==> config.mk <==
export PLATFORM = sky130hd
export DESIGN_NAME = cgsu_ctrl
export DESIGN_NICKNAME = d
export VERILOG_FILES = /design/src/sv/cgsu_pkg.sv /design/src/sv/cgsu_ctrl.sv
export VERILOG_INCLUDE_DIRS = /design/src /design/src/sv
export SDC_FILE = /design/constraint.sdc
export NUM_CORES = 1
export LEC_CHECK = 0
export BUFFER_PORTS_ARGS = -buffer_cell sky130_fd_sc_hd__buf_4
export CAP_MARGIN = 20
export CORE_AREA = 2 2 39 41
export DETAILED_ROUTE_END_ITERATION = 16
export DIE_AREA = 0 0 41 43
export HOLD_SLACK_MARGIN = 0.1
export PLACE_DENSITY = 0.72
export RECOVER_POWER = 100
export SLEW_MARGIN = 10
export SYNTH_ARGS = -nofsm -noshare
export SYNTH_HDL_FRONTEND = slang
export SYNTH_SLANG_ARGS = --single-unit
==> constraint.sdc <==
create_clock -name clk -period 1.3 [get_ports clk]
set_input_delay 0.065 -clock clk [delete_from_list [all_inputs] [get_ports clk]]
set_output_delay 0.065 -clock clk [all_outputs]
set_load 0.02 [all_outputs]
==> src/sv/assert_macros.svh <==
// ----------------------------------------------------------------------------
// Assertion macros
// Shared concurrent assertion forms, clocked on clk and disabled in reset.
// ----------------------------------------------------------------------------
`ifndef ASSERT_MACROS_SVH
`define ASSERT_MACROS_SVH

// The expression holds at every clock edge outside reset.
`define CGSU_ASSERT_ALWAYS(lbl, expr) \
  lbl: assert property (@(posedge clk) disable iff (rst) (expr)) \
    else $error("assertion failed");

// The consequent holds in the same cycle as the antecedent.
`define CGSU_ASSERT_IMP(lbl, ante, cons) \
  lbl: assert property (@(posedge clk) disable iff (rst) (ante) |-> (cons)) \
    else $error("assertion failed");

// The consequent holds in the cycle after the antecedent.
`define CGSU_ASSERT_NEXT(lbl, ante, cons) \
  lbl: assert property (@(posedge clk) disable iff (rst) (ante) |=> (cons)) \
    else $error("assertion failed");

`endif

==> src/sv/cgsu_pkg.sv <==
// ----------------------------------------------------------------------------
// cgsu_pkg
// Types, codes and helpers shared by the gate state update block.
// ----------------------------------------------------------------------------
package cgsu_pkg;

  localparam int MAX_QUBITS_DEF  = 10;
  localparam int MAX_TARGETS_DEF = 3;
  localparam int AMP_BITS_DEF    = 16;

  localparam int INDEX_W    = 10;
  localparam int CFG_ADDR_W = 3;
  localparam int CFG_DATA_W = 10;
  localparam int QC_W       = 4;
  localparam int TC_W       = 2;
  localparam int TQ_W       = 4;
  localparam int CM_W       = 10;
  localparam int TREG_N     = 3;
  localparam int ACC_W      = 64;

  typedef enum logic [1:0] {
    MODE_WR_AMP = 2'd0,
    MODE_WR_MAT = 2'd1,
    MODE_APPLY  = 2'd2,
    MODE_RD_AMP = 2'd3
  } mode_t;

  typedef enum logic [2:0] {
    REG_QUBIT_COUNT   = 3'd0,
    REG_TARGET_COUNT  = 3'd1,
    REG_TARGET_FIRST  = 3'd2,
    REG_TARGET_SECOND = 3'd3,
    REG_TARGET_THIRD  = 3'd4,
    REG_CONTROL_MASK  = 3'd5
  } cfg_reg_t;

  typedef enum logic [3:0] {
    S_IDLE,
    S_EXEC,
    S_SCAN,
    S_GATH_RD,
    S_GATH_WR,
    S_MAC,
    S_DRAIN,
    S_WRITE,
    S_DONE
  } state_t;

  typedef struct packed {
    logic load_item;
    logic exec_write;
    logic read_issue;
    logic base_clr;
    logic base_inc;
    logic i_clr;
    logic i_inc;
    logic j_clr;
    logic gather_rd;
    logic gather_wr;
    logic mac_issue;
    logic acc_clr;
    logic amp_wr;
    logic out_load;
  } cmd_t;

  typedef struct packed {
    mode_t mode;
    logic  bad_target;
    logic  base_end;
    logic  eligible;
    logic  i_last;
    logic  mac_last;
    logic  mac_busy;
    logic  out_free;
  } sts_t;

  // Signed addition that clamps at the limits of the accumulator.
  function automatic logic signed [ACC_W-1:0] sat_add(input logic signed [ACC_W-1:0] a,
                                                      input logic signed [ACC_W-1:0] b);
    logic signed [ACC_W:0] s;
    s = {a[ACC_W-1], a} + {b[ACC_W-1], b};
    if (s[ACC_W] != s[ACC_W-1]) begin
      sat_add = s[ACC_W] ? {1'b1, {(ACC_W-1){1'b0}}} : {1'b0, {(ACC_W-1){1'b1}}};
    end else begin
      sat_add = s[ACC_W-1:0];
    end
  endfunction

endpackage

==> src/sv/cgsu_ctrl.sv <==
// ----------------------------------------------------------------------------
// cgsu_ctrl
// Sequencer for item execution and the gate apply walk.
// ----------------------------------------------------------------------------
`include "assert_macros.svh"

module cgsu_ctrl (
  input  logic           clk,
  input  logic           rst,
  input  logic           item_valid,
  output logic           item_ready,
  input  cgsu_pkg::sts_t sts,
  output cgsu_pkg::cmd_t cmd
);

  cgsu_pkg::state_t state, state_next;

  always_ff @(posedge clk) begin
    if (rst) begin
      state <= cgsu_pkg::S_IDLE;
    end else begin
      state <= state_next;
    end
  end

  always_comb begin
    state_next = state;
    case (state)
      cgsu_pkg::S_IDLE: begin
        if (item_valid) state_next = cgsu_pkg::S_EXEC;
      end
      cgsu_pkg::S_EXEC: begin
        if (sts.mode == cgsu_pkg::MODE_APPLY && !sts.bad_target) begin
          state_next = cgsu_pkg::S_SCAN;
        end else begin
          state_next = cgsu_pkg::S_DONE;
        end
      end
      cgsu_pkg::S_SCAN: begin
        if (sts.base_end) state_next = cgsu_pkg::S_DONE;
        else if (sts.eligible) state_next = cgsu_pkg::S_GATH_RD;
      end
      cgsu_pkg::S_GATH_RD: state_next = cgsu_pkg::S_GATH_WR;
      cgsu_pkg::S_GATH_WR: begin
        state_next = sts.i_last ? cgsu_pkg::S_MAC : cgsu_pkg::S_GATH_RD;
      end
      cgsu_pkg::S_MAC: begin
        if (sts.mac_last) state_next = cgsu_pkg::S_DRAIN;
      end
      cgsu_pkg::S_DRAIN: begin
        if (!sts.mac_busy) state_next = cgsu_pkg::S_WRITE;
      end
      cgsu_pkg::S_WRITE: begin
        state_next = sts.i_last ? cgsu_pkg::S_SCAN : cgsu_pkg::S_MAC;
      end
      cgsu_pkg::S_DONE: begin
        if (sts.out_free) state_next = cgsu_pkg::S_IDLE;
      end
      default: state_next = cgsu_pkg::S_IDLE;
    endcase
  end

  always_comb begin
    cmd        = '0;
    item_ready = 1'b0;
    case (state)
      cgsu_pkg::S_IDLE: begin
        item_ready    = 1'b1;
        cmd.load_item = item_valid;
      end
      cgsu_pkg::S_EXEC: begin
        case (sts.mode)
          cgsu_pkg::MODE_WR_AMP: cmd.exec_write = 1'b1;
          cgsu_pkg::MODE_WR_MAT: cmd.exec_write = 1'b1;
          cgsu_pkg::MODE_RD_AMP: cmd.read_issue = 1'b1;
          cgsu_pkg::MODE_APPLY:  cmd.base_clr   = 1'b1;
          default:               cmd            = '0;
        endcase
      end
      cgsu_pkg::S_SCAN: begin
        if (!sts.base_end) begin
          if (sts.eligible) cmd.i_clr = 1'b1;
          else cmd.base_inc = 1'b1;
        end
      end
      cgsu_pkg::S_GATH_RD: cmd.gather_rd = 1'b1;
      cgsu_pkg::S_GATH_WR: begin
        cmd.gather_wr = 1'b1;
        if (sts.i_last) begin
          cmd.i_clr   = 1'b1;
          cmd.j_clr   = 1'b1;
          cmd.acc_clr = 1'b1;
        end else begin
          cmd.i_inc = 1'b1;
        end
      end
      cgsu_pkg::S_MAC: cmd.mac_issue = 1'b1;
      cgsu_pkg::S_WRITE: begin
        cmd.amp_wr  = 1'b1;
        cmd.j_clr   = 1'b1;
        cmd.acc_clr = 1'b1;
        if (sts.i_last) cmd.base_inc = 1'b1;
        else cmd.i_inc = 1'b1;
      end
      cgsu_pkg::S_DONE: cmd.out_load = sts.out_free;
      default: cmd = '0;
    endcase
  end

  `CGSU_ASSERT_IMP(a_write_after_drain, cmd.amp_wr, !sts.mac_busy)
  `CGSU_ASSERT_IMP(a_load_into_free_out, cmd.out_load, sts.out_free)
  `CGSU_ASSERT_NEXT(a_walk_ends_in_done, state == cgsu_pkg::S_SCAN && sts.base_end,
                    state == cgsu_pkg::S_DONE)

endmodule

==> summary.md, run 1 <==
| Metric | Value |
|---|---|
| Tot Pwr | `just under 0.0006 W` |
| FF-to-FF path depth | `4` |
| Outcome | `finished, violations left` |
| Post-Route Skew | `0.00466 ns` |
| Synthesized flop and latch total | `4` |
| Pwr Density | `roughly 690 nW/um2` |
| I/O pins | `27` |
| Final slew viol count | `0` |
| Clock buffers created by TritonCTS | `3` |
| Vias | `between 600 and 700` |
| DRT antenna net count | `0` |
| Setup WS post-layout | `-0.117 ns` |
| Clock transition at path regs | `around 0.040 ns` |
| Worst hold-check path type | `in2reg` |
| Mean area per synthesized cell | `~6.5 um2` |
| Vias in the first global route | `between 500 and 600` |
| Worst Hold Depth | `4` |
| RR Endpoint | `state[0]$_SDFFE_PP0P_` |
| Total core area | `approximately 1400 um2` |
| Leak | `approximately 0.36 nW` |
| Crit Path Max Fanout | `4` |
| # diodes | `0` |
| Peak supply drop | `0.384 mV` |
| Root buf cell | `clkbuf_4` |
| Global placement routability congestion | `between 0.8 and 0.9` |
| CP required | `1.24 ns` |
| WP data arrival | `about 1.4 ns` |
| GRT overflow | `0` |
| Sequential cell area fraction in the yosys report | `between 10% and 20%` |
| Vias per cell | `5.53` |
| Leading area contributor after synthesis | `dfxtp_1` |
| Crit start category | `flip-flop` |
| Row count | `14` |
| Initial core utilization | `between 30% and 40%` |
| DP Cell Count | `around 110` |
| Critical path class | `reg2out` |
| Top flop regs | `state (4)` |
| Initial antenna violation count | `0` |
| Post-Syn Area | `around 440 um2` |
| Largest register FFs | `4` |
| Slew @ Worst Pin | `between 0.3 and 0.4 ns` |
| Clock H-tree levels | `1` |
| Endpoint type of the worst setup path | `primary output` |
| Mapped Cells | `68` |
| Worst reg2reg path startpoint | `state[1]$_SDFFE_PP0P_` |
| Failing checks | `negative setup slack` |
| YS warnings | `0` |
| Buffers on Ports | `26` |
| Total Routing Usage GR | `19.0%` |
| Syn-to-layout area delta | `92.7%` |
| Highest clock rate | `706 MHz` |
| Die Span X | `approximately 41 um` |
| Max-slew headroom | `roughly three quarters` |
| CTS Sinks | `4` |
| Final Hold Viols | `0` |
| Insertion delay to the later sink of the worst-skew pair | `0.24 ns` |
| Final Util | `61.7%` |
| DP HPWL | `about 1100 um` |
| Initial DRC count | `21` |
| Non-filler cells, final | `118` |
| Syn_nets | `80` |
| Synth top area share | `18.1%` |
| Final setup fails | `8` |
| Initial DRT Pass Iterations | `4` |
| Routed length per placed instance | `14.1 um` |
| Top cells by area, synth | `dfxtp_1 (18%), nor2_1 (8.5%), a21oi_1 (6.8%)` |
| Max Cap Violations | `0` |
| Worst reg-to-reg setup slack | `-0.07 ns` |
| Crit. Startpoint | `state[0]$_SDFFE_PP0P_` |
| RSZ-0062 raised after global routing | `true` |
| Number of nets in the layout | `~120` |
| First-pass GRT wire length | `roughly 2300 um` |
| Final Cycle Share | `109%` |
| Max Buffers Root-to-Sink | `2` |
| CTS tree | `done` |
| Hold EP | `state[0]$_SDFFE_PP0P_` |
| Layout cells sized above 1 | `about three fifths` |
| Die H | `around 43 um` |
| Pin count of the biggest net entering global routing | `12` |
| Min Clock Period, post-route | `roughly 1.4 ns` |
| Post-synth cell types | `29` |
| Final WL | `1670 um` |
| Largest Register | `state` |
| Die area | `1760 um2` |
| DRC | `0` |
| Worst hold start | `sts[2]` |
==> cells in the mapped netlist (all sizes together) <==
cell type / instances
nor2: 10
nand2: 8
a21oi: 6
buf: 5
nor3: 5
dfxtp: 4
nand2b: 3
a211oi: 2
and3: 2
clkbuf: 2
nand3: 2
nor3b: 2
nor4: 2
o22ai: 2
and4b: 1
inv: 1
mux2i: 1
nand3b: 1
nand4b: 1
nor2b: 1
o211ai: 1
o21ai: 1
o22a: 1
o31ai: 1
or2: 1
or4: 1
or4b: 1
==> per-stage QoR <==
step	cell area (um2)	setup slack (ns)	hold slack, ns	setup TNS (ns)
finish	853	-0.117	0.108	-0.425
global route	853	-0.132	0.121	-0.780
CTS	812	-0.0549	0.111	-0.214
detailed placement	708	-0.0283	0.271	-0.0337
global placement	708	0.0111	0.270	0
floorplan	458	-0.132	0.142	-0.338
==> power by group <==
group	switching [W]	leakage (nW)	total (W)	internal [W]
Sequential	0.0000153	0.0352	0.000145	0.000129
Clock	0.0000630	0.0138	0.000167	0.000104
Combinational	0.000135	0.309	0.000275	0.000139
==> layer usage <==
layer	vias to the layer above	GRT usage [%]	wire length, um
li1	314	-	-
met1	296	20.8	624
met2	39	34.1	871
met3	4	1.57	151
met4	0	8.00	23
met5	-	0	0
==> timing repair <==
item                                    4_1_cts  5_1_grt
endpoints found under the setup margin       16       16
setup buffers                                 2        1
hold endpoints to repair                      2        0
gates resized for setup                      21       11
pin swaps                                     7        4
hold buffers                                  1        0
==> cell type report <==
cell class	count	area (um2)
Sequential cell	4	92.6
Tap cell	16	20.0
Clock buffer	3	22.5
Multi-Input combinational cell	56	402
Inverter	1	3.75
Timing Repair Buffer	38	313
Fill cell	113	531
==> worst max-delay path, cell delays in order (launching register included) <==
cell     delay (ns)
dfxtp_4        0.36
or2_1          0.26
buf_6          0.14
nor3_1         0.18
buf_4          0.18
==> worst max-delay path by stage <==
| stage | end | slack, ns | cells after the start |
|---|---|---|---|
| after floorplan | cmd[8] | -0.13 | 4 |
| after global placement | state[0]$_SDFFE_PP0P_ | 0.01 | 4 |
| after detailed placement | state[0]$_SDFFE_PP0P_ | -0.03 | 4 |
| after CTS | cmd[7] | -0.05 | 4 |
| after global routing | cmd[8] | -0.13 | 5 |
| final | item_ready | -0.12 | 4 |
==> cell families (layout without fill, tap and decap cells) <==
family,after synthesis,count (layout),synth area share [%]
AO/OA/AOI/OAI,14,14,20.6
buffers and inverters,8,42,9.04
flip-flops,4,4,18.1
multiplexers,1,1,2.26
AND/OR/NAND/NOR,41,41,50.0
==> placed cells by master (no fill, tap or decap), types with 2 or more instances in the layout <==
cell / n
clkbuf_4: 3
nor2_1: 6
nor3b_1: 2
nand2_2: 2
buf_6: 6
a21oi_1: 5
nor2_2: 3
nand2b_4: 2
nor3_1: 4
buf_4: 28
a211oi_2: 2
and3_1: 2
nand2_1: 6
dfxtp_4: 3
o22ai_1: 2
No activity file was read; power rests on OpenSTA's default activity.
==> run 2, diff against run 1 <==
--- a/config.mk
+++ b/config.mk
@@ -14,6 +14,7 @@
 export HOLD_SLACK_MARGIN = 0.1
 export PLACE_DENSITY = 0.72
 export RECOVER_POWER = 100
+export SETUP_SLACK_MARGIN = 0.02
 export SLEW_MARGIN = 10
 export SYNTH_ARGS = -nofsm -noshare
 export SYNTH_HDL_FRONTEND = slang
==> constraint.sdc (replaced) <==
create_clock -name clk -period 1.3 [get_ports clk]
set_input_delay 0.26 -clock clk [delete_from_list [all_inputs] [get_ports clk]]
set_output_delay 0.26 -clock clk [all_outputs]
set_load 0.02 [all_outputs]
==> summary.md, run 2 (same netlist as run 1, synthesis figures left out) <==
| Metric | Value |
|---|---|
| Max incr delay on CP | `approximately 0.34 ns` |
| Endpoint type of the worst setup path | `primary output` |
| Pwr Density | `approximately 600 nW/um2` |
| Die Span X | `slightly above 40 um` |
| Max-slew headroom | `approximately three quarters` |
| Commonest non-fill, non-tap cell in the layout | `buf_4` |
| Row count | `14` |
| Slew @ Worst Pin | `between 0.4 and 0.5 ns` |
| Root buf cell | `clkbuf_4` |
| Total core area | `1380 um2` |
| Total Routing Usage GR | `24.0%` |
| Vias | `between 700 and 800` |
| Initial antenna violation count | `0` |
| Final setup fails | `16` |
| Die area | `about 1800 um2` |
| DRC | `0` |
| DP HPWL | `roughly 1200 um` |
| Final Hold Viols | `0` |
| Min Clock Period, post-route | `1.59 ns` |
| Buffers on Ports | `26` |
| # diodes | `0` |
| Max Cap Violations | `0` |
| CP required | `about 1.0 ns` |
| Routed length per placed instance | `between 15 and 20 um` |
| Final slew viol count | `0` |
| Syn-to-layout area delta | `146%` |
| Number of nets in the layout | `~130` |
| First-pass GRT wire length | `2930 um` |
| Vias per cell | `slightly below 6` |
| TNS Setup | `-2.85 ns` |
| I/O pins | `27` |
| Most frequent cells in the layout | `buf_4 (30), buf_6 (19), nand2_1 (5)` |
| Pin count of the biggest net entering global routing | `9` |
| WP data arrival | `roughly 1.3 ns` |
| Largest Register | `state` |
| CTS tree | `done` |
| CTS hold repair buffers | `0` |
| Placed cell area | `between 800 and 900 um2` |
| Crit path max-delay family | `flip-flops` |
| Clock buffers created by TritonCTS | `3` |
| Filler cells | `between 80 and 90` |
| Finished layout cell area | `about 1100 um2` |
| Global placement routability congestion | `0.764` |
| RSZ-0062 raised after global routing | `true` |
| Clock H-tree levels | `1` |
| Crit start category | `flip-flop` |
| CP max-delay cell | `dfxtp_2` |
| Critical path class | `reg2out` |
| Layout cells sized above 1 | `about three quarters` |
| Setup WS post-layout | `-0.289 ns` |
| Outcome | `finished, violations left` |
| Initial core utilization | `between 30% and 40%` |
| Final Cycle Share | `122%` |
| Crit Path Max Fanout | `4` |
| Critical-path cell list | `or2_4 > buf_6 > a211oi_2 > buf_4` |
| Initial DRT Pass Iterations | `4` |
| CTS Sinks | `4` |
| Peak supply drop | `roughly 0.53 mV` |
| Clock transition at path regs | `~0.04 ns` |
| Insertion delay to the later sink of the worst-skew pair | `0.25 ns` |
| GRT overflow | `0` |
| Max Buffers Root-to-Sink | `2` |
| Leak | `around 0.46 nW` |
| Failing checks | `negative setup slack` |
| Vias in the first global route | `698` |
| DRT antenna net count | `0` |
| Die H | `between 40 and 50 um` |
| Initial DRC count | `22` |
| Tot Pwr | `around 0.00066 W` |
| Largest register FFs | `4` |
| Worst Path Buf+Inv | `2` |
| Top flop regs | `state (4)` |
| Worst hold-check path type | `in2reg` |
| Final WL | `between 2000 and 2500 um` |
| Highest clock rate | `629 MHz` |
| Post-Route Skew | `between 0.01 and 0.015 ns` |
## run 2: changes by cell type in the layout (fill, tap and decap cells not counted), sizes merged
cell	before	now
buf	36	50
clkbuf	4	3
dlygate4sd3	1	0
## run 2: timing repair
action,in CTS,in global routing
setup endpoints to repair,17,18
gates resized for setup,29,21
pin swaps,7,6
buffers inserted,5,3
## run 2: final cells by class
type | count | area [um2] | share of cell area (%)
Sequential cell | 4 | 92.6 | 8.49
Multi-Input combinational cell | 56 | 490 | 45.0
Tap cell | 16 | 20.0 | 1.83
Inverter | 1 | 6.26 | 0.573
Clock buffer | 3 | 22.5 | 2.06
Timing Repair Buffer | 50 | 459 | 42.1
## run 2: final timing paths
path | startpoint | end | slack, ns | cells after the start
max | state[0]$_SDFFE_PP0P_ | cmd[7] | -0.29 | 4
min | rst | state[3]$_SDFFE_PP0P_ | 0.20 | 2
max reg2reg | state[2]$_SDFFE_PP0P_ | state[0]$_SDFFE_PP0P_ | -0.09 | 4
min reg2reg | state[2]$_SDFFE_PP0P_ | state[3]$_SDFFE_PP0P_ | 0.61 | 2
## run 2: routing by layer
layer / share of wire, % / track usage [%]
met1: 38 / 26.7
met2: 52 / 37.5
met3: 6.5 / 9.95
met4: 3.4 / 11.3
met5: 0 / 0
## run 2: stage by stage
step,setup slack [ns],utilization [%],instances,hold WS (ns)
final,-0.289,78.8,130,0.195
after global routing,-0.315,78.8,130,0.194
after floorplan,-0.0504,-,68,0.337
after CTS,-0.263,70.3,127,0.198
after detailed placement,-0.115,58.5,119,0.458
after global placement,-0.115,58.5,119,0.459
## run 2: where the power goes
| group | internal (W) | switching [W] |
|---|---|---|
| registers | 0.000129 | 0.0000141 |
| logic | 0.000179 | 0.000172 |
| clock network | 0.000104 | 0.0000589 |
| total | 0.000412 | 0.000245 |
## run 2: worst register-to-register path, cell delays in order (launching register included)
cell     delay (ns)
dfxtp_4        0.36
buf_6          0.14
or4b_4         0.56
a21oi_4        0.14
o31ai_2        0.07
==> run 3, diff against run 2 <==
--- a/config.mk
+++ b/config.mk
@@ -12,7 +12,7 @@
 export DETAILED_ROUTE_END_ITERATION = 16
 export DIE_AREA = 0 0 41 43
 export HOLD_SLACK_MARGIN = 0.1
-export PLACE_DENSITY = 0.72
+export PLACE_DENSITY = 0.69
 export RECOVER_POWER = 100
 export SETUP_SLACK_MARGIN = 0.02
 export SLEW_MARGIN = 10
==> constraint.sdc (replaced) <==
create_clock -name clk -period 1.7 [get_ports clk]
set_input_delay 0.34 -clock clk [delete_from_list [all_inputs] [get_ports clk]]
set_output_delay 0.34 -clock clk [all_outputs]
set_load 0.02 [all_outputs]
==> summary.md, run 3 (same netlist as run 1, synthesis figures left out) <==
| Metric | Value |
|---|---|
| Outcome | `finished clean` |
| Vias in the first global route | `502` |
| CTS tree | `done` |
| Critical path class | `reg2out` |
| Commonest non-fill, non-tap cell in the layout | `buf_4` |
| Max Buffers Root-to-Sink | `2` |
| Clock H-tree levels | `1` |
| DP HPWL | `1030 um` |
| Storage element area | `slightly below 90 um2` |
| Final Hold Viols | `0` |
| GRT overflow | `0` |
| Syn-to-layout area delta | `60.7%` |
| Highest clock rate | `roughly 610 MHz` |
| Total core area | `between 1000 and 1500 um2` |
| Final WL | `about 1400 um` |
| Final slew viol count | `0` |
| Pwr Density | `approximately 550 nW/um2` |
| Insertion delay to the later sink of the worst-skew pair | `around 0.24 ns` |
| Most frequent cells in the layout | `buf_4 (21), nand2_1 (8), nor2_1 (8)` |
| Crit Path Max Fanout | `12` |
| Hold EP | `state[2]$_SDFFE_PP0P_` |
| # diodes | `0` |
| Min Clock Period, post-route | `1.63 ns` |
| Crit start category | `flip-flop` |
| Multi-input logic area | `~370 um2` |
| Row count | `14` |
| Pin count of the biggest net entering global routing | `13` |
| Clock transition at path regs | `0.04 ns` |
| Initial DRC count | `21` |
| Clock buffers created by TritonCTS | `3` |
| Peak supply drop | `approximately 0.28 mV` |
| CP required | `1.36 ns` |
| Die Span X | `around 41 um` |
| Post-Route Skew | `about 0.0027 ns` |
| Total Routing Usage GR | `between 10% and 20%` |
| Worst Hold Depth | `2` |
| Routed length per placed instance | `between 10 and 15 um` |
| Die H | `between 40 and 50 um` |
| DRC | `0` |
| Die area | `about 1800 um2` |
| Initial antenna violation count | `0` |
| Largest Register | `state` |
| Pre-CTS setup slack | `0.0670 ns` |
| Vias per cell | `between 5 and 6` |
| WP data arrival | `approximately 1.3 ns` |
| FF-to-FF path depth | `4` |
| Final setup fails | `0` |
| Root buf cell | `clkbuf_4` |
| Max-slew headroom | `between 80% and 90%` |
| Leak | `0.294 nW` |
| Setup bufs post-CTS | `0` |
| Buffers on Ports | `26` |
| Final Util | `between 50 and 60%` |
| CTS hold repair buffers | `0` |
| Number of nets in the layout | `between 100 and 150` |
| Largest register FFs | `4` |
| Worst reg-to-reg setup slack | `around 0.24 ns` |
| First-pass GRT wire length | `a little over 2000 um` |
| Slew @ Worst Pin | `0.284 ns` |
| Filler cells | `between 100 and 150` |
| I/O pins | `27` |
| Vias | `about 600` |
| RR Endpoint | `state[0]$_SDFFE_PP0P_` |
| Worst hold-check path type | `in2reg` |
| Endpoint type of the worst setup path | `primary output` |
| Worst reg2reg path startpoint | `state[0]$_SDFFE_PP0P_` |
| Tot Pwr | `about 0.00039 W` |
| Layout cells sized above 1 | `a little under half` |
| Initial DRT Pass Iterations | `4` |
| Global placement routability congestion | `approximately 0.87` |
| Final Cycle Share | `a little over nine tenths` |
| DRT antenna net count | `0` |
| RSZ-0062 raised after global routing | `true` |
| Top flop regs | `state (4)` |
| Worst hold start | `rst` |
| Max Cap Violations | `0` |
| Initial core utilization | `32.0%` |
| DP Cell Count | `approximately 110` |
| Setup WS post-layout | `~0.073 ns` |
| CTS Sinks | `4` |
| Non-filler cells, final | `110` |
-- run 3: changes by cell type in the layout (fill, tap and decap cells not counted), sizes merged --
cell    delta
buf       -27
clkbuf     +7
-- run 3: area by class of cell --
type	count	area share, %
Tap cell	16	2.81
Multi-Input combinational cell	56	52.2
Inverter	1	0.527
Clock buffer	3	3.16
Sequential cell	4	12.5
Timing Repair Buffer	30	28.8
-- run 3: how the worst max path moves through the flow --
stage                                     start                    end  depth (start not counted)
after CTS                 state[3]$_SDFFE_PP0P_                 cmd[9]                          5
after global placement    state[1]$_SDFFE_PP0P_  state[0]$_SDFFE_PP0P_                          4
after global routing      state[1]$_SDFFE_PP0P_                 cmd[8]                          4
final                     state[1]$_SDFFE_PP0P_                 cmd[7]                          3
after detailed placement  state[1]$_SDFFE_PP0P_  state[0]$_SDFFE_PP0P_                          4
after floorplan           state[2]$_SDFFE_PP0P_                 cmd[8]                          4
-- run 3: routing by layer --
metal | GRT usage, % | routed length, um | vias to the layer above
met5 | 0 | 0 | -
met2 | 24.1 | 694 | 30
met3 | 3.66 | 108 | 2
li1 | - | - | 300
met1 | 22.4 | 633 | 269
met4 | 8.00 | 10 | 0
-- run 3: repair_timing --
item | CTS | global route
pin swaps | 0 | 1
setup endpoints to repair | 7 | 9
resized for setup | 8 | 9
-- run 3: metrics by stage --
step / cell area [um2] / hold WS [ns] / TNS [ns]
2_1_floorplan: 449 / 0.417 / -0.00726
3_3_place_gp: 658 / 0.539 / 0
3_5_place_dp: 658 / 0.538 / 0
4_1_cts: 703 / 0.285 / 0
5_1_grt: 712 / 0.287 / 0
6_report: 712 / 0.298 / 0
-- run 3: where the power goes --
group / internal [W] / switching [W]
Sequential: 0.0000983 / 0.0000146
Combinational: 0.0000761 / 0.0000843
Clock: 0.0000792 / 0.0000422
-- run 3: critical path: stages, from the launching register on --
cell      delay [ns]
dfxtp_4         0.38
or2_4           0.27
a211oi_2        0.23
buf_4           0.17
